$ cat src/rtl/ws2i_pkg.sv
`default_nettype none

package ws2i_pkg;

    // chunk tags as they appear little-endian in a 32-bit shift register
    localparam logic [31:0] TAG_RIFF = 32'h4646_4952;
    localparam logic [31:0] TAG_WAVE = 32'h4556_4157;
    localparam logic [31:0] TAG_FMT  = 32'h2074_6d66;
    localparam logic [31:0] TAG_DATA = 32'h6174_6164;

    localparam logic [31:0] FMT_MIN_LEN = 32'd16;
    localparam logic [7:0]  PCM_OFFSET  = 8'h80;
    localparam logic [15:0] PCM_FORMAT  = 16'd1;

    typedef enum logic [2:0] {
        PH_RIFF,
        PH_HEADER,
        PH_FMT,
        PH_SKIP,
        PH_DATA,
        PH_DRAIN
    } phase_t;

    typedef enum logic [3:0] {
        ST_OK              = 4'd0,
        ST_BAD_HEADER      = 4'd1,
        ST_BAD_FMT         = 4'd2,
        ST_MISSING_CHUNK   = 4'd3,
        ST_FORMAT          = 4'd4,
        ST_LAYOUT          = 4'd5,
        ST_SHORT_DATA      = 4'd6,
        ST_NO_FRAMES       = 4'd7,
        ST_DATA_BEFORE_FMT = 4'd8
    } status_t;

    typedef struct packed {
        logic               frame_valid;
        logic signed [15:0] left_sample;
        logic signed [15:0] right_sample;
        logic               done_res;
        status_t            status;
        logic [31:0]        sample_rate;
    } result_t;

endpackage

`default_nettype wire

$ cat src/rtl/ws2i_if.sv
`default_nettype none

interface ws2i_byte_if;
    logic       valid;
    logic       ready;
    logic [7:0] file_byte;
    logic       end_of_file;

    modport source (output valid, output file_byte, output end_of_file, input ready);
    modport sink   (input valid, input file_byte, input end_of_file, output ready);
endinterface

interface ws2i_frame_if;
    logic               valid;
    logic               ready;
    logic               frame_valid;
    logic signed [15:0] left_sample;
    logic signed [15:0] right_sample;
    logic               done_res;
    logic [3:0]         status;
    logic [31:0]        sample_rate;

    modport source (output valid, output frame_valid, output left_sample,
                    output right_sample, output done_res, output status,
                    output sample_rate, input ready);
    modport sink   (input valid, input frame_valid, input left_sample,
                    input right_sample, input done_res, input status,
                    input sample_rate, output ready);
endinterface

`default_nettype wire

$ cat src/rtl/ws2i_parser.sv
`default_nettype none

module ws2i_parser
    import ws2i_pkg::*;
(
    input  wire logic       clk,
    input  wire logic       rst_n,
    input  wire logic       step,
    input  wire logic [7:0] file_byte,
    input  wire logic       end_of_file,
    output result_t         result,
    output logic            emit
);

    phase_t      phase_reg, phase_adv, phase_next;
    logic [31:0] count_reg, count_adv, count_next;
    logic [31:0] tag_reg, tag_adv, tag_next;
    logic [31:0] len_reg, len_adv, len_next;
    logic [15:0] format_reg, format_adv, format_next;
    logic [15:0] chans_reg, chans_adv, chans_next;
    logic [31:0] rate_reg, rate_adv, rate_next;
    logic [15:0] align_reg, align_adv, align_next;
    logic [15:0] bits_reg, bits_adv, bits_next;
    logic        fmt_seen_reg, fmt_seen_adv, fmt_seen_next;
    logic [31:0] asm_reg, asm_adv, asm_next;
    logic [1:0]  idx_reg, idx_adv, idx_next;
    logic [32:0] used_reg, used_adv, used_next;

    logic [31:0] tag_shift, len_shift, asm_new;
    logic [32:0] padded, p_inc, used_sum;
    logic        last_sec, riff_bad, data_in, frame_done, frame_fits;
    logic        stereo, wide, idle, done, restart;
    status_t     data_check, status;
    logic signed [15:0] left_s, right_s;
    logic        fv;

    assign tag_shift = {file_byte, tag_reg[31:8]};
    assign len_shift = {file_byte, len_reg[31:8]};
    assign padded    = {1'b0, len_reg} + {32'd0, len_reg[0]};
    assign p_inc     = {1'b0, count_reg} + 33'd1;
    assign last_sec  = (p_inc == padded);
    assign riff_bad  = ((count_reg == 32'd3) && (tag_shift != TAG_RIFF)) ||
                       ((count_reg == 32'd11) && (tag_shift != TAG_WAVE));
    assign stereo    = (chans_reg == 16'd2);
    assign wide      = (bits_reg == 16'd16);
    assign data_in   = (count_reg < len_reg);
    assign used_sum  = used_reg + {17'd0, align_reg};
    assign frame_fits = (used_sum <= {1'b0, len_reg});
    assign idle      = (phase_reg != PH_RIFF) && (phase_reg != PH_HEADER) &&
                       (phase_reg != PH_FMT) && (phase_reg != PH_SKIP) &&
                       (phase_reg != PH_DATA);

    // frame is 1, 2 or 4 bytes
    always_comb
    begin
        if (wide && stereo)
            frame_done = (idx_reg == 2'd3);
        else if (wide || stereo)
            frame_done = (idx_reg != 2'd0);
        else
            frame_done = 1'b1;
    end

    always_comb
    begin
        for (int i = 0; i < 4; i++)
        begin
            asm_new[8*i +: 8] = (idx_reg == 2'(i)) ? file_byte : asm_reg[8*i +: 8];
        end
    end

    // checks at the data chunk header, in priority order
    always_comb
    begin
        priority if (!fmt_seen_reg)
            data_check = ST_DATA_BEFORE_FMT;
        else if (format_reg != PCM_FORMAT)
            data_check = ST_FORMAT;
        else if ((chans_reg != 16'd1 && chans_reg != 16'd2) ||
                 (bits_reg != 16'd8 && bits_reg != 16'd16) ||
                 align_reg == 16'd0 || rate_reg == 32'd0)
            data_check = ST_LAYOUT;
        else if (len_shift < {16'd0, align_reg})
            data_check = ST_NO_FRAMES;
        else
            data_check = ST_OK;
    end

    // next state: normal progress of the parse
    always_comb
    begin
        phase_adv    = phase_reg;
        count_adv    = count_reg;
        tag_adv      = tag_reg;
        len_adv      = len_reg;
        format_adv   = format_reg;
        chans_adv    = chans_reg;
        rate_adv     = rate_reg;
        align_adv    = align_reg;
        bits_adv     = bits_reg;
        fmt_seen_adv = fmt_seen_reg;
        asm_adv      = asm_reg;
        idx_adv      = idx_reg;
        used_adv     = used_reg;
        unique case (phase_reg)
            PH_RIFF:
            begin
                tag_adv = tag_shift;
                if (count_reg == 32'd11 && !riff_bad)
                begin
                    phase_adv = PH_HEADER;
                    count_adv = 32'd0;
                end
                else
                    count_adv = p_inc[31:0];
            end
            PH_HEADER:
            begin
                if (count_reg < 32'd4)
                    tag_adv = tag_shift;
                else
                    len_adv = len_shift;
                count_adv = p_inc[31:0];
                if (count_reg == 32'd7)
                begin
                    count_adv = 32'd0;
                    if (tag_reg == TAG_FMT)
                    begin
                        if (len_shift >= FMT_MIN_LEN)
                            phase_adv = PH_FMT;
                    end
                    else if (tag_reg == TAG_DATA)
                    begin
                        if (data_check == ST_OK)
                        begin
                            phase_adv = PH_DATA;
                            asm_adv   = 32'd0;
                            idx_adv   = 2'd0;
                            used_adv  = 33'd0;
                        end
                    end
                    else if (len_shift != 32'd0)
                        phase_adv = PH_SKIP;
                end
            end
            PH_FMT, PH_SKIP:
            begin
                if (phase_reg == PH_FMT)
                begin
                    priority if (count_reg < 32'd2)
                        format_adv = {file_byte, format_reg[15:8]};
                    else if (count_reg < 32'd4)
                        chans_adv = {file_byte, chans_reg[15:8]};
                    else if (count_reg < 32'd8)
                        rate_adv = {file_byte, rate_reg[31:8]};
                    else if (count_reg >= 32'd12 && count_reg < 32'd14)
                        align_adv = {file_byte, align_reg[15:8]};
                    else if (count_reg >= 32'd14 && count_reg < 32'd16)
                        bits_adv = {file_byte, bits_reg[15:8]};
                    else
                        format_adv = format_reg;
                end
                if (last_sec)
                begin
                    if (phase_reg == PH_FMT)
                        fmt_seen_adv = 1'b1;
                    phase_adv = PH_HEADER;
                    count_adv = 32'd0;
                end
                else
                    count_adv = p_inc[31:0];
            end
            PH_DATA:
            begin
                if (data_in)
                begin
                    asm_adv = asm_new;
                    if (frame_done)
                    begin
                        idx_adv = 2'd0;
                        if (frame_fits)
                            used_adv = used_sum;
                    end
                    else
                        idx_adv = idx_reg + 2'd1;
                end
                if (!last_sec)
                    count_adv = p_inc[31:0];
            end
            default:
            begin
                phase_adv = phase_reg;
            end
        endcase
    end

    // outputs of the step
    always_comb
    begin
        fv      = 1'b0;
        done    = 1'b0;
        status  = ST_OK;
        left_s  = 16'sd0;
        right_s = 16'sd0;
        unique case (phase_reg)
            PH_RIFF:
            begin
                done   = riff_bad;
                status = ST_BAD_HEADER;
            end
            PH_HEADER:
            begin
                if (count_reg == 32'd7)
                begin
                    if (tag_reg == TAG_FMT && len_shift < FMT_MIN_LEN)
                    begin
                        done   = 1'b1;
                        status = ST_BAD_FMT;
                    end
                    else if (tag_reg == TAG_DATA && data_check != ST_OK)
                    begin
                        done   = 1'b1;
                        status = data_check;
                    end
                end
            end
            PH_DATA:
            begin
                fv   = data_in && frame_done && frame_fits;
                done = last_sec;
                if (wide)
                begin
                    left_s  = asm_new[15:0];
                    right_s = stereo ? asm_new[31:16] : asm_new[15:0];
                end
                else
                begin
                    left_s  = {asm_new[7:0] ^ PCM_OFFSET, 8'h00};
                    right_s = stereo ? {asm_new[15:8] ^ PCM_OFFSET, 8'h00} : left_s;
                end
                if (!fv)
                begin
                    left_s  = 16'sd0;
                    right_s = 16'sd0;
                end
            end
            default:
            begin
                done = 1'b0;
            end
        endcase

        // end of file before the parse finished
        if (!done && end_of_file && !idle)
        begin
            done = 1'b1;
            unique case (phase_adv)
                PH_RIFF: status = ST_BAD_HEADER;
                PH_FMT:  status = (count_adv < FMT_MIN_LEN) ? ST_BAD_FMT : ST_MISSING_CHUNK;
                PH_DATA: status = (count_adv < len_adv) ? ST_SHORT_DATA : ST_OK;
                default: status = ST_MISSING_CHUNK;
            endcase
        end
    end

    assign restart = end_of_file && (done || idle);
    assign emit    = fv || done;

    always_comb
    begin
        result.frame_valid  = fv;
        result.left_sample  = left_s;
        result.right_sample = right_s;
        result.done_res     = done;
        result.status       = done ? status : ST_OK;
        result.sample_rate  = (done && status == ST_OK) ? rate_adv : 32'd0;
    end

    always_comb
    begin
        phase_next    = phase_adv;
        count_next    = count_adv;
        tag_next      = tag_adv;
        len_next      = len_adv;
        format_next   = format_adv;
        chans_next    = chans_adv;
        rate_next     = rate_adv;
        align_next    = align_adv;
        bits_next     = bits_adv;
        fmt_seen_next = fmt_seen_adv;
        asm_next      = asm_adv;
        idx_next      = idx_adv;
        used_next     = used_adv;
        if (restart)
        begin
            phase_next    = PH_RIFF;
            count_next    = 32'd0;
            tag_next      = 32'd0;
            len_next      = 32'd0;
            format_next   = 16'd0;
            chans_next    = 16'd0;
            rate_next     = 32'd0;
            align_next    = 16'd0;
            bits_next     = 16'd0;
            fmt_seen_next = 1'b0;
            asm_next      = 32'd0;
            idx_next      = 2'd0;
            used_next     = 33'd0;
        end
        else if (done)
            phase_next = PH_DRAIN;
    end

    always_ff @(posedge clk or negedge rst_n)
    begin
        if (!rst_n)
        begin
            phase_reg    <= PH_RIFF;
            count_reg    <= 32'd0;
            tag_reg      <= 32'd0;
            len_reg      <= 32'd0;
            format_reg   <= 16'd0;
            chans_reg    <= 16'd0;
            rate_reg     <= 32'd0;
            align_reg    <= 16'd0;
            bits_reg     <= 16'd0;
            fmt_seen_reg <= 1'b0;
            asm_reg      <= 32'd0;
            idx_reg      <= 2'd0;
            used_reg     <= 33'd0;
        end
        else if (step)
        begin
            phase_reg    <= phase_next;
            count_reg    <= count_next;
            tag_reg      <= tag_next;
            len_reg      <= len_next;
            format_reg   <= format_next;
            chans_reg    <= chans_next;
            rate_reg     <= rate_next;
            align_reg    <= align_next;
            bits_reg     <= bits_next;
            fmt_seen_reg <= fmt_seen_next;
            asm_reg      <= asm_next;
            idx_reg      <= idx_next;
            used_reg     <= used_next;
        end
    end

    // running sum never passes the chunk size while streaming data
    a_used_in_chunk: assert property (@(posedge clk) disable iff (!rst_n)
        (phase_reg == PH_DATA) |-> (used_reg <= {1'b0, len_reg}))
        else $error("frame sum beyond data chunk");

    // a finished file without end of file always parks in drain
    a_done_drains: assert property (@(posedge clk) disable iff (!rst_n)
        (step && done && !end_of_file) |=> (phase_reg == PH_DRAIN))
        else $error("done without drain");

    // data phase only entered with a parsed fmt chunk
    a_data_needs_fmt: assert property (@(posedge clk) disable iff (!rst_n)
        (phase_reg == PH_DATA) |-> fmt_seen_reg)
        else $error("data phase without fmt");

endmodule

`default_nettype wire

$ cat src/rtl/wav_stream_to_i2s_frames.sv
`default_nettype none

// channel    dir  fields                                                        notes
// byte_in    in   file_byte[7:0], end_of_file                                   one file byte per word
// frame_out  out  frame_valid, left_sample, right_sample, done_res, status,     zero or one word
//                 sample_rate                                                   per input byte
//
// one byte is taken per cycle while byte_in is not stalled; its result word is registered
// and shows on frame_out the cycle after the byte is accepted
// the parse and frame assembly settle in one pass of logic between the byte and the
// state and result registers, so there is no per-byte latency beyond that register
// rst_n clears the parser to the start of a file and empties the result register
// byte_in stalls only while a result word is held and frame_out is not ready

module wav_stream_to_i2s_frames
    import ws2i_pkg::*;
(
    input  wire logic     clk,
    input  wire logic     rst_n,
    ws2i_byte_if.sink     byte_in,
    ws2i_frame_if.source  frame_out
);

    logic    accept;
    logic    emit;
    result_t core_result;

    // result register
    logic    out_valid_reg, out_valid_next;
    result_t out_reg;

    // a byte may enter whenever the result register is empty or being drained
    assign byte_in.ready = !out_valid_reg || frame_out.ready;
    assign accept        = byte_in.valid && byte_in.ready;

    ws2i_parser u_parser (
        .clk         (clk),
        .rst_n       (rst_n),
        .step        (accept),
        .file_byte   (byte_in.file_byte),
        .end_of_file (byte_in.end_of_file),
        .result      (core_result),
        .emit        (emit)
    );

    always_comb
    begin
        if (accept)
            out_valid_next = emit;
        else if (frame_out.ready)
            out_valid_next = 1'b0;
        else
            out_valid_next = out_valid_reg;
    end

    always_ff @(posedge clk or negedge rst_n)
    begin
        if (!rst_n)
            out_valid_reg <= 1'b0;
        else
            out_valid_reg <= out_valid_next;
    end

    // payload only loads when a new word is produced
    always_ff @(posedge clk)
    begin
        if (accept && emit)
            out_reg <= core_result;
    end

    assign frame_out.valid        = out_valid_reg;
    assign frame_out.frame_valid  = out_reg.frame_valid;
    assign frame_out.left_sample  = out_reg.left_sample;
    assign frame_out.right_sample = out_reg.right_sample;
    assign frame_out.done_res     = out_reg.done_res;
    assign frame_out.status       = out_reg.status;
    assign frame_out.sample_rate  = out_reg.sample_rate;

    // every word carries a frame, a final status, or both
    a_word_has_content: assert property (@(posedge clk) disable iff (!rst_n)
        frame_out.valid |-> (frame_out.frame_valid || frame_out.done_res))
        else $error("empty result word");

    // status and rate are quiet on frame-only words
    a_status_with_done: assert property (@(posedge clk) disable iff (!rst_n)
        (frame_out.valid && !frame_out.done_res) |->
            (frame_out.status == ST_OK && frame_out.sample_rate == 32'd0))
        else $error("status without done");

    // an accepted byte that makes a word shows it in the next cycle
    a_word_follows_byte: assert property (@(posedge clk) disable iff (!rst_n)
        (accept && emit) |=> frame_out.valid)
        else $error("result word lost");

endmodule

`default_nettype wire
$ cat src/flat_wrapper.sv
// flat-port wrapper written by rule: the top's interface ports become plain ports
module wav_stream_to_i2s_frames_flat import ws2i_pkg::*;
  (clk, rst_n, byte_in_valid, byte_in_file_byte, byte_in_end_of_file, byte_in_ready, frame_out_valid, frame_out_frame_valid, frame_out_left_sample, frame_out_right_sample, frame_out_done_res, frame_out_status, frame_out_sample_rate, frame_out_ready);
  ws2i_byte_if byte_in_i ();
  ws2i_frame_if frame_out_i ();
  input  wire logic clk;
  input  wire logic rst_n;
  input wire logic [$bits(byte_in_i.valid)-1:0] byte_in_valid;
  input wire logic [$bits(byte_in_i.file_byte)-1:0] byte_in_file_byte;
  input wire logic [$bits(byte_in_i.end_of_file)-1:0] byte_in_end_of_file;
  output wire logic [$bits(byte_in_i.ready)-1:0] byte_in_ready;
  output wire logic [$bits(frame_out_i.valid)-1:0] frame_out_valid;
  output wire logic [$bits(frame_out_i.frame_valid)-1:0] frame_out_frame_valid;
  output wire logic [$bits(frame_out_i.left_sample)-1:0] frame_out_left_sample;
  output wire logic [$bits(frame_out_i.right_sample)-1:0] frame_out_right_sample;
  output wire logic [$bits(frame_out_i.done_res)-1:0] frame_out_done_res;
  output wire logic [$bits(frame_out_i.status)-1:0] frame_out_status;
  output wire logic [$bits(frame_out_i.sample_rate)-1:0] frame_out_sample_rate;
  input wire logic [$bits(frame_out_i.ready)-1:0] frame_out_ready;
  assign byte_in_i.valid = byte_in_valid;
  assign byte_in_i.file_byte = byte_in_file_byte;
  assign byte_in_i.end_of_file = byte_in_end_of_file;
  assign byte_in_ready = byte_in_i.ready;
  assign frame_out_valid = frame_out_i.valid;
  assign frame_out_frame_valid = frame_out_i.frame_valid;
  assign frame_out_left_sample = frame_out_i.left_sample;
  assign frame_out_right_sample = frame_out_i.right_sample;
  assign frame_out_done_res = frame_out_i.done_res;
  assign frame_out_status = frame_out_i.status;
  assign frame_out_sample_rate = frame_out_i.sample_rate;
  assign frame_out_i.ready = frame_out_ready;
  wav_stream_to_i2s_frames u_core (.clk(clk), .rst_n(rst_n), .byte_in(byte_in_i), .frame_out(frame_out_i));
endmodule
$ cat config.mk
export PLATFORM = sky130hd
export DESIGN_NAME = wav_stream_to_i2s_frames_flat
export DESIGN_NICKNAME = d
export VERILOG_FILES = /design/src/rtl/ws2i_pkg.sv /design/src/rtl/ws2i_if.sv /design/src/rtl/ws2i_parser.sv /design/src/rtl/wav_stream_to_i2s_frames.sv /design/src/flat_wrapper.sv
export SDC_FILE = /design/constraint.sdc
export NUM_CORES = 1
export LEC_CHECK = 0
export ABC_AREA = 0
export BUFFER_PORTS_ARGS = -buffer_cell sky130_fd_sc_hd__buf_4
export CAP_MARGIN = 30
export CORE_UTILIZATION = 40
export DETAILED_ROUTE_END_ITERATION = 16
export GPL_ROUTABILITY_DRIVEN = 0
export PLACE_DENSITY_LB_ADDON = 0.2
export SYNTH_ARGS = -nofsm -noshare
export SYNTH_HDL_FRONTEND = slang
export SYNTH_HIERARCHICAL = 1
export SYNTH_SLANG_ARGS = --single-unit
$ cat constraint.sdc
create_clock -name clk -period 8.15 [get_ports clk]
set_input_delay 0.815 -clock clk [delete_from_list [all_inputs] [get_ports clk]]
set_output_delay 0.815 -clock clk [all_outputs]
set_load 0.01 [all_outputs]
==> results of run 1 <==
cells in the final DEF (no fill, tap or decap), types with 17 or more instances in the layout:
master | Yosys | routed
dfrtp_1 | 264 | 264
nor3_1 | 40 | 40
ha_1 | 133 | 133
a211oi_1 | 30 | 30
and3_1 | 20 | 19
nand2_1 | 181 | 181
nor2_1 | 174 | 173
mux2i_1 | 68 | 68
clkbuf_16 | 0 | 40
a21o_1 | 58 | 58
inv_1 | 85 | 85
buf_4 | 5 | 121
mux2_2 | 17 | 17
nand3_1 | 62 | 62
edfxtp_1 | 70 | 70
xor2_1 | 26 | 26
nor4_1 | 65 | 63
a22o_1 | 126 | 126
a21oi_1 | 97 | 97
nand2b_1 | 22 | 21
o21ai_0 | 143 | 143
nor2b_1 | 17 | 17
nand4_1 | 47 | 47
o22ai_1 | 34 | 33
xnor2_1 | 84 | 84
through the flow:
| stage | setup slack, ns | hold WS, ns | cells | total power, mW |
|---|---|---|---|---|
| 6_report | 0.5410 | 0.2530 | 2931 | 4.503 |
| 5_1_grt | 0.08562 | 0.3223 | 2931 | 4.700 |
| 4_1_cts | 0.7047 | 0.3251 | 2930 | 4.539 |
| 3_5_place_dp | 0.7029 | 0.4747 | 2856 | 2.665 |
| 3_3_place_gp | 0.8728 | 0.4643 | 2853 | 2.648 |
| 2_1_floorplan | 1.303 | 0.4526 | 2192 | 2.368 |
cell families after synthesis:
family	Yosys count	share of synthesized area, %
AO/OA/AOI/OAI	580	18.81
XOR/XNOR	114	5.069
adder cells (fa/ha/maj)	134	8.103
buffers and inverters	227	4.347
flip-flops	334	41.90
multiplexers	85	4.196
AND/OR/NAND/NOR	718	17.57
final cells by class:
class | count | area, um^2 | share of cell area (%)
sequential | 334 | 8708 | 37.07
clock inverter | 12 | 188.9 | 0.8042
multi-input combinational | 1631 | 11220 | 47.76
clock buffer | 62 | 1184 | 5.038
timing repair buffer | 127 | 1023 | 4.356
tap | 680 | 850.8 | 3.621
inverter | 85 | 319.1 | 1.358
final timing paths:
kind,from,to,slack (ns),cells after the start
min reg2reg,u_core/u_parser/used_reg[0],u_core/u_parser/used_reg[0],0.48,2
max,u_core/u_parser/count_reg[1],u_core/frame_out.sample_rate[6],0.54,28
min,rst_n,u_core/u_parser/used_reg[14],0.25,1
max in group asynchronous,rst_n,u_core/u_parser/count_reg[12],6.72,3
min in group clk,u_core/u_parser/used_reg[0],u_core/u_parser/used_reg[0],0.48,2
max reg2reg,u_core/u_parser/count_reg[1],u_core/frame_out.sample_rate[6],0.54,28
cells in the mapped netlist (17+ instances only):
cell type,count,share of area (%)
o21ai_0,143,3.4
clkbuf_1,113,2.0
a21oi_1,97,2.3
o22ai_1,34,1.0
mux2_2,17,0.92
a21o_1,58,2.1
a211oi_1,30,1.1
nor2b_1,17,0.51
xor2_1,26,1.1
edfxtp_1,70,10
inv_1,85,1.5
nand2b_1,22,0.66
a22o_1,126,5.3
and3_1,20,0.60
dfrtp_1,264,32
nor2_1,174,3.1
nand2_1,181,3.3
nand4_1,47,1.4
nand3_1,62,1.5
nor3_1,40,0.96
mux2i_1,68,3.3
ha_1,133,8.0
xnor2_1,84,3.5
nor4_1,65,2.0
buf_2,19,0.46
power breakdown:
part / switching, mW / internal (mW) / total, mW
Clock: 0.755 / 1.11 / 1.86
Combinational: 0.454 / 0.257 / 0.711
Sequential: 0.112 / 1.82 / 1.93
routing by layer:
metal / part of all wire [%] / up-vias / wire (um) / GRT usage [%]
li1: - / 8141 / - / -
met1: 43 / 8494 / 28270 / 33.34
met2: 46 / 689 / 30220 / 39.66
met3: 6.9 / 149 / 4547 / 4.179
met4: 3.9 / 0 / 2559 / 9.892
met5: 0 / - / 0 / 0
critical path, delay by kind of cell (launching register included):
kind,cells,cell delay (ns)
AO/OA/AOI/OAI,14,2.90
XOR/XNOR,1,0.38
adder cells (fa/ha/maj),2,0.63
buffers and inverters,2,0.65
flip-flops,1,0.50
AND/OR/NAND/NOR,9,2.29
==> impl_metrics.tcl, run 1 <==
set metrics [dict create \
    skew_ns 0.02465 \
    place.port_buffers 84 \
    powerDensity_nw_per_um2 191.7 \
    worstMarginPinSlew_ns 1.070 \
    grt_max_degree 121 \
    io-pin-count 85 \
    cts_resized 0 \
    syn-mean-instance-area_um2 9.482 \
    cp-start-kind "register" \
    finalSetupViolCount 0 \
    antenna_found_initial 1 \
    relSlewSlack_pct 28.11 \
    drt_iter0_drc 1961 \
    routed_wl_um 65600 \
    syn-num-nets 2339 \
    fin_util_pct 45.80 \
    vias 17473 \
    track_usage_pct 24.80 \
    synth_warnings 6 \
    end_kind "register" \
    fin_area_um2 23490 \
    core_um2 51300 \
    critPathMostFrequentCell "a21o_1" \
    largest_register_ffs 33 \
    max_stage_delay_ns 0.67 \
    final_nets 2366 \
    cts_buffers 40 \
    cts.sinks 334 \
    cp.arrival_ns 7.92 \
    slowest_stage "or4_1" \
    ant_nets 0 \
    max_freq_mhz 131.4 \
    post_cts_buffers 0 \
    start_util_pct 40.51 \
    grt-ovfl-total 0 \
    routed_via_density 5.961 \
    place_area_um2 22090 \
    holdBufCountCts 0 \
    wl_per_cell_um 22.38 \
    clk-insertion-delay-late_ns 0.59 \
    ys_seq_area_share_pct 41.90 \
    dpl.hpwl_um 47480 \
    finalMaxSlewViolations 0 \
    maxCapViolCount 0 \
    syn-cell-area_um2 20780 \
    dieArea_um2 52870 \
    finalCritPeriodShare_pct 93.36 \
    clk_pin_slew_ns 0.06 \
    area_growth_pct 13.04 \
    die_x_um 229.9 \
    n_fill_cell 4892 \
    crit_fanout 32 \
    run_status "finished clean" \
    rows 83 \
    syn_inst 2192 \
    grt_pass1_vias 16939 \
    total_leakage_power_nw 10.15 \
    synth.distinct_cells 83 \
    cts-root-buf "clkbuf_16" \
    rsz0062_at_grt "false" \
    dr.pass1.iters 6 \
    clockBufferDepth 3 \
    synth_edf_count 70 \
    drc_errors 0 \
    hp-class "input port to asynchronous set/reset pin" \
    fin_crit_ns 7.609 \
    die_h_um 229.9 \
    cts_tree "yes" \
    ys_ff_latch 334 \
    criticalPathCategory "register to register" \
    h-tree-depth 2 \
    synthArstFlopShare_pct 79.04 \
    drive_gt1_share_pct 10.80 \
    n_antenna_cell 0 \
    grt_pass1_wl_um 101700 \
    fin_tns_setup_ns 0 \
    synth-main-ff-cell "dfrtp_1" \
    hold_viol 0 \
    critPathRequiredTime_ns 8.46 \
    peakVddDrop_mv 0.1574 \
]
(Power assumes the default switching activity.)
==> run 2: changes to the inputs <==
Settings changed: CORE_MARGIN from default to 2.
==> run 2 against run 1 <==
- flip-flop and latch count unchanged
- design area about the same
- core utilization about the same
- combinational power up 2%
==> impl_metrics.tcl, run 2 (synthesis results as in run 1) <==
set metrics [dict create \
    cp.arrival_ns 7.96 \
    power.internal_mw 3.145 \
    dr.pass1.iters 6 \
    cts.sinks 334 \
    routed_wl_um 65760 \
    fin_hold_ws_ns 0.2308 \
    max_freq_mhz 132.4 \
    hold_viol 0 \
    core_um2 51300 \
    critPathRequiredTime_ns 8.56 \
    start_util_pct 40.51 \
    criticalPathCategory "register to register" \
    dr.max_layer_used "met4" \
    grt-ovfl-total 0 \
    drive_gt1_share_pct 11.18 \
    rsz0062_at_grt "false" \
    run_status "finished clean" \
    cts_tree "yes" \
    swShare_pct 29.83 \
    cts_buffers 39 \
    h-tree-depth 2 \
    peakVddDrop_mv 0.1287 \
    clk_pin_slew_ns 0.06 \
    cts-root-buf "clkbuf_16" \
    cp-start-kind "register" \
    skew_ns 0.02744 \
    grt_pass1_wl_um 102500 \
    antenna_found_initial 1 \
    relSlewSlack_pct 27.00 \
    pwr-share-seq_pct 43.1 \
    met3WireLength_um 4258 \
    grt_max_degree 83 \
    total_leakage_power_nw 10.17 \
    p_clk_share_pct 40.7 \
    netSwitchingPower_mw 1.337 \
    ant_nets 0 \
    largest_register_ffs 33 \
    finalMaxSlewViolations 0 \
    fin_tns_setup_ns 0 \
    rows 83 \
    drt-met1-wl_um 28330 \
    clockBufferDepth 3 \
    combPwrFrac_pct 16.2 \
    end_kind "register" \
    final_nets 2372 \
    clk-insertion-delay-late_ns 0.58 \
    place.port_buffers 84 \
    die_x_um 231.9 \
    io-pin-count 85 \
    powerDensity_nw_per_um2 190.6 \
    layout_common_cells "dfrtp_1, nand2_1, nor2_1" \
    met2_length_um 29820 \
    drc_errors 0 \
    fin_crit_ns 7.553 \
    grt_pass1_vias 17262 \
    area_growth_pct 13.11 \
    routed_via_density 6.034 \
    wl_per_cell_um 22.40 \
    crit_fanout 32 \
    worstMarginPinSlew_ns 1.084 \
    dieArea_um2 53800 \
    finalSetupViolCount 0 \
    hp-class "input port to asynchronous set/reset pin" \
    maxCapViolCount 0 \
    layout_commonest_cell "dfrtp_1" \
    track_usage_pct 24.58 \
    die_h_um 231.9 \
    dpl.hpwl_um 47940 \
    drt_iter0_drc 1775 \
    finalCritPeriodShare_pct 92.68 \
    vias 17716 \
    holdBufCountCts 0 \
    n_fill_cell 4928 \
]
==> run 2: metal layers <==
| layer | track usage, % | vias to the layer above |
|---|---|---|
| li1 | - | 8157 |
| met1 | 33.07 | 8711 |
| met2 | 38.73 | 683 |
| met3 | 3.438 | 165 |
| met4 | 12.34 | 0 |
| met5 | 0 | - |
==> run 2: power by group through the flow <==
| stage | clock (mW) | sequential (mW) | combinational, mW |
|---|---|---|---|
| after floorplan | 0 | 1.93 | 0.442 |
| after global placement | 0 | 1.96 | 0.700 |
| after detailed placement | 0 | 1.96 | 0.716 |
| after CTS | 1.86 | 1.93 | 0.717 |
| after global routing | 1.94 | 1.94 | 0.797 |
| final | 1.82 | 1.93 | 0.726 |
==> run 2: layout make-up <==
class | count | area (um^2) | share of cell area, %
multi-input combinational | 1631 | 11220 | 47.72
sequential | 334 | 8708 | 37.04
timing repair buffer | 134 | 1075 | 4.572
clock buffer | 46 | 1054 | 4.482
tap | 680 | 850.8 | 3.619
inverter | 85 | 319.1 | 1.357
clock inverter | 25 | 280.3 | 1.192
antenna | 1 | 2.502 | 0.01065
==> run 2: metrics by stage <==
| step | instances | area [um^2] | power [mW] | setup WS, ns | util, % |
|---|---|---|---|---|---|
| final | 2936 | 23510 | 4.482 | 0.5966 | 45.82 |
| after global routing | 2935 | 23510 | 4.679 | 0.08810 | 45.82 |
| after floorplan | 2192 | 20780 | 2.368 | 1.303 | - |
| after detailed placement | 2862 | 22120 | 2.676 | 0.7192 | 43.12 |
| after CTS | 2933 | 23460 | 4.509 | 0.6639 | 45.72 |
| after global placement | 2858 | 22080 | 2.659 | 0.8351 | 43.03 |
==> run 2: final timing paths <==
check / to / slack, ns / start / cells after the start
max: u_core/frame_out.sample_rate[6] / 0.60 / u_core/u_parser/count_reg[1] / 24
min: u_core/u_parser/used_reg[20] / 0.23 / rst_n / 1
max reg2reg: u_core/frame_out.sample_rate[6] / 0.60 / u_core/u_parser/count_reg[1] / 24
min reg2reg: u_core/u_parser/used_reg[0] / 0.49 / u_core/u_parser/used_reg[0] / 2
max in group asynchronous: u_core/u_parser/rate_reg[4] / 6.54 / rst_n / 2
min in group clk: u_core/u_parser/used_reg[0] / 0.49 / u_core/u_parser/used_reg[0] / 2
==> run 2: critical path: stages (launching register included) <==
cell and delay [ns]:
dfrtp_1 0.52, ha_1 0.37, nand3_2 0.19, or4_1 0.65, nor4_4 0.43, xnor3_1 0.39, nand2_1 0.07, o2111a_1 0.18
o21a_1 0.14, and4b_2 0.41, a21o_1 0.41, buf_4 0.29, a21oi_1 0.06, o21ai_0 0.27, ha_1 0.18, nand4_1 0.12
or2_2 0.34, nor3_1 0.26, nand3_1 0.19, a211oi_1 0.89, o31ai_1 0.20, nor3_1 0.27, o22ai_2 0.13, buf_4 0.24
nor2_1 0.15
==> run 2: repair_timing <==
action / 4_1_cts / 5_1_grt
gates resized for setup: 0 / 1
endpoints found under the setup margin: 0 / 29
setup buffers: 0 / 0
==> run 3: changes to the inputs <==
Clock period 8.15 ns to 7.5 ns, I/O delays scaled along.
==> run 3 against run 2 <==
- via count about the same
- design area about the same
- first-iteration DRC count increased by 7.4%
- register-to-register slack got worse by 0.097 ns
- die area unchanged
- largest power group unchanged
==> impl_metrics.tcl, run 3 (synthesis results as in run 1) <==
set metrics [dict create \
    vias 17703 \
    die_x_um 231.9 \
    drt_iter0_drc 1907 \
    final_nets 2378 \
    place_inst 2866 \
    critPathMostFrequentCell "a21o_1" \
    critPathLaunch "u_core/u_parser/count_reg[2]" \
    grt_pass1_vias 17032 \
    place.port_buffers 84 \
    clk_pin_slew_ns 0.06 \
    dpl.hpwl_um 48010 \
    layout_common_cells "dfrtp_1, nand2_1, nor2_1" \
    hp-class "input port to asynchronous set/reset pin" \
    total_leakage_power_nw 10.18 \
    largest_register_ffs 33 \
    cts_resized 0 \
    layout_commonest_cell "dfrtp_1" \
    rows 83 \
    power.total_mw 4.772 \
    peakVddDrop_mv 0.1566 \
    crit_fanout 32 \
    track_usage_pct 24.56 \
    wl_per_cell_um 22.42 \
    dieArea_um2 53800 \
    rsz0062_at_grt "false" \
    met3WireLength_um 4229 \
    routed_wl_um 65950 \
    powerDensity_nw_per_um2 203.0 \
    dr.pass1.iters 5 \
    fin_tns_setup_ns 0 \
    routed_via_density 6.019 \
    slowest_stage "dfrtp_1" \
    die_h_um 231.9 \
    max_stage_delay_ns 0.66 \
    max_freq_mhz 142.9 \
    met2_length_um 30340 \
    antenna_found_initial 1 \
    drive_gt1_share_pct 11.59 \
    hold_viol 0 \
    worstMarginPinSlew_ns 1.038 \
    finalMaxSlewViolations 0 \
    finalSetupViolCount 0 \
    critPathRequiredTime_ns 7.82 \
    h-tree-depth 2 \
    holdBufCountCts 0 \
    finalCritPeriodShare_pct 93.33 \
    grt_pass1_wl_um 102200 \
    cp-start-kind "register" \
    cts_buffers 39 \
    core_um2 51300 \
    cts.sinks 334 \
    grt_max_degree 98 \
    drt-met1-wl_um 28700 \
    run_status "finished clean" \
    ant_nets 0 \
    fin_area_um2 23510 \
    cts_tree "yes" \
    start_util_pct 40.51 \
    fin_crit_ns 7.000 \
    relSlewSlack_pct 29.03 \
    fin_util_pct 45.83 \
    post_cts_buffers 0 \
    criticalPathCategory "register to register" \
    skew_ns 0.02229 \
    r2r_start "u_core/u_parser/count_reg[2]" \
    dr.max_layer_used "met4" \
    final_cells 2941 \
    place_area_um2 22170 \
    end_kind "register" \
    grt-ovfl-total 0 \
    clk-insertion-delay-late_ns 0.58 \
    cts-root-buf "clkbuf_16" \
    io-pin-count 85 \
    cp.arrival_ns 7.32 \
    cp_num_buf_inv 3 \
    maxCapViolCount 0 \
    clockBufferDepth 3 \
    crit_family "compound AO/OA/AOI/OAI gates" \
    drc_errors 0 \
    area_growth_pct 13.12 \
]
## run 3: cell count changes in the layout (fill, tap and decap cells not counted), moves of 2 or more
cell	change
clkbuf_1	+4
buf_4	+3
clkinvlp_4	+2
buf_2	+2
clkinv_4	-3
clkbuf_8	+4
clkinv_1	-3
bufinv_16	-3
## run 3: per-stage QoR
stage	setup WS (ns)	hold WS [ns]
6_report	0.4999	0.2417
5_1_grt	0.06032	0.2954
4_1_cts	0.4314	0.2606
3_5_place_dp	0.4599	0.4818
3_3_place_gp	0.5583	0.4664
2_1_floorplan	0.6532	0.4526
## run 3: power by group
group / switching, mW / leakage [nW] / internal [mW] / total, mW
Sequential: 0.118 / 4.31 / 1.98 / 2.10
Combinational: 0.500 / 5.24 / 0.288 / 0.789
Clock: 0.800 / 0.620 / 1.09 / 1.89
## run 3: area by class of cell
class	instances	area (um^2)
Clock buffer	54	1124
Timing Repair Buffer	140	1131
Multi-Input combinational cell	1631	11240
Tap cell	680	850.8
Sequential cell	334	8708
Antenna cell	1	2.502
Clock inverter	16	131.4
Inverter	85	319.1
Fill cell	4915	27790
## run 3: path summary, 6_finish.rpt
| kind | end | slack [ns] | cells past startpoint |
|---|---|---|---|
| setup / recovery | u_core/frame_out.sample_rate[16] | 0.50 | 28 |
| hold / removal | u_core/u_parser/used_reg[28] | 0.24 | 1 |
| setup reg to reg | u_core/frame_out.sample_rate[16] | 0.50 | 28 |
| hold reg to reg | u_core/u_parser/used_reg[2] | 0.49 | 2 |
| max in group asynchronous | u_core/u_parser/align_reg[4] | 5.28 | 3 |
| min in group clk | u_core/frame_out.valid | 0.47 | 3 |
## run 3: routing by layer
metal	GRT usage (%)	vias to the layer above
li1	-	8172
met1	33.48	8699
met2	39.24	684
met3	3.426	148
met4	10.06	0
met5	0	-
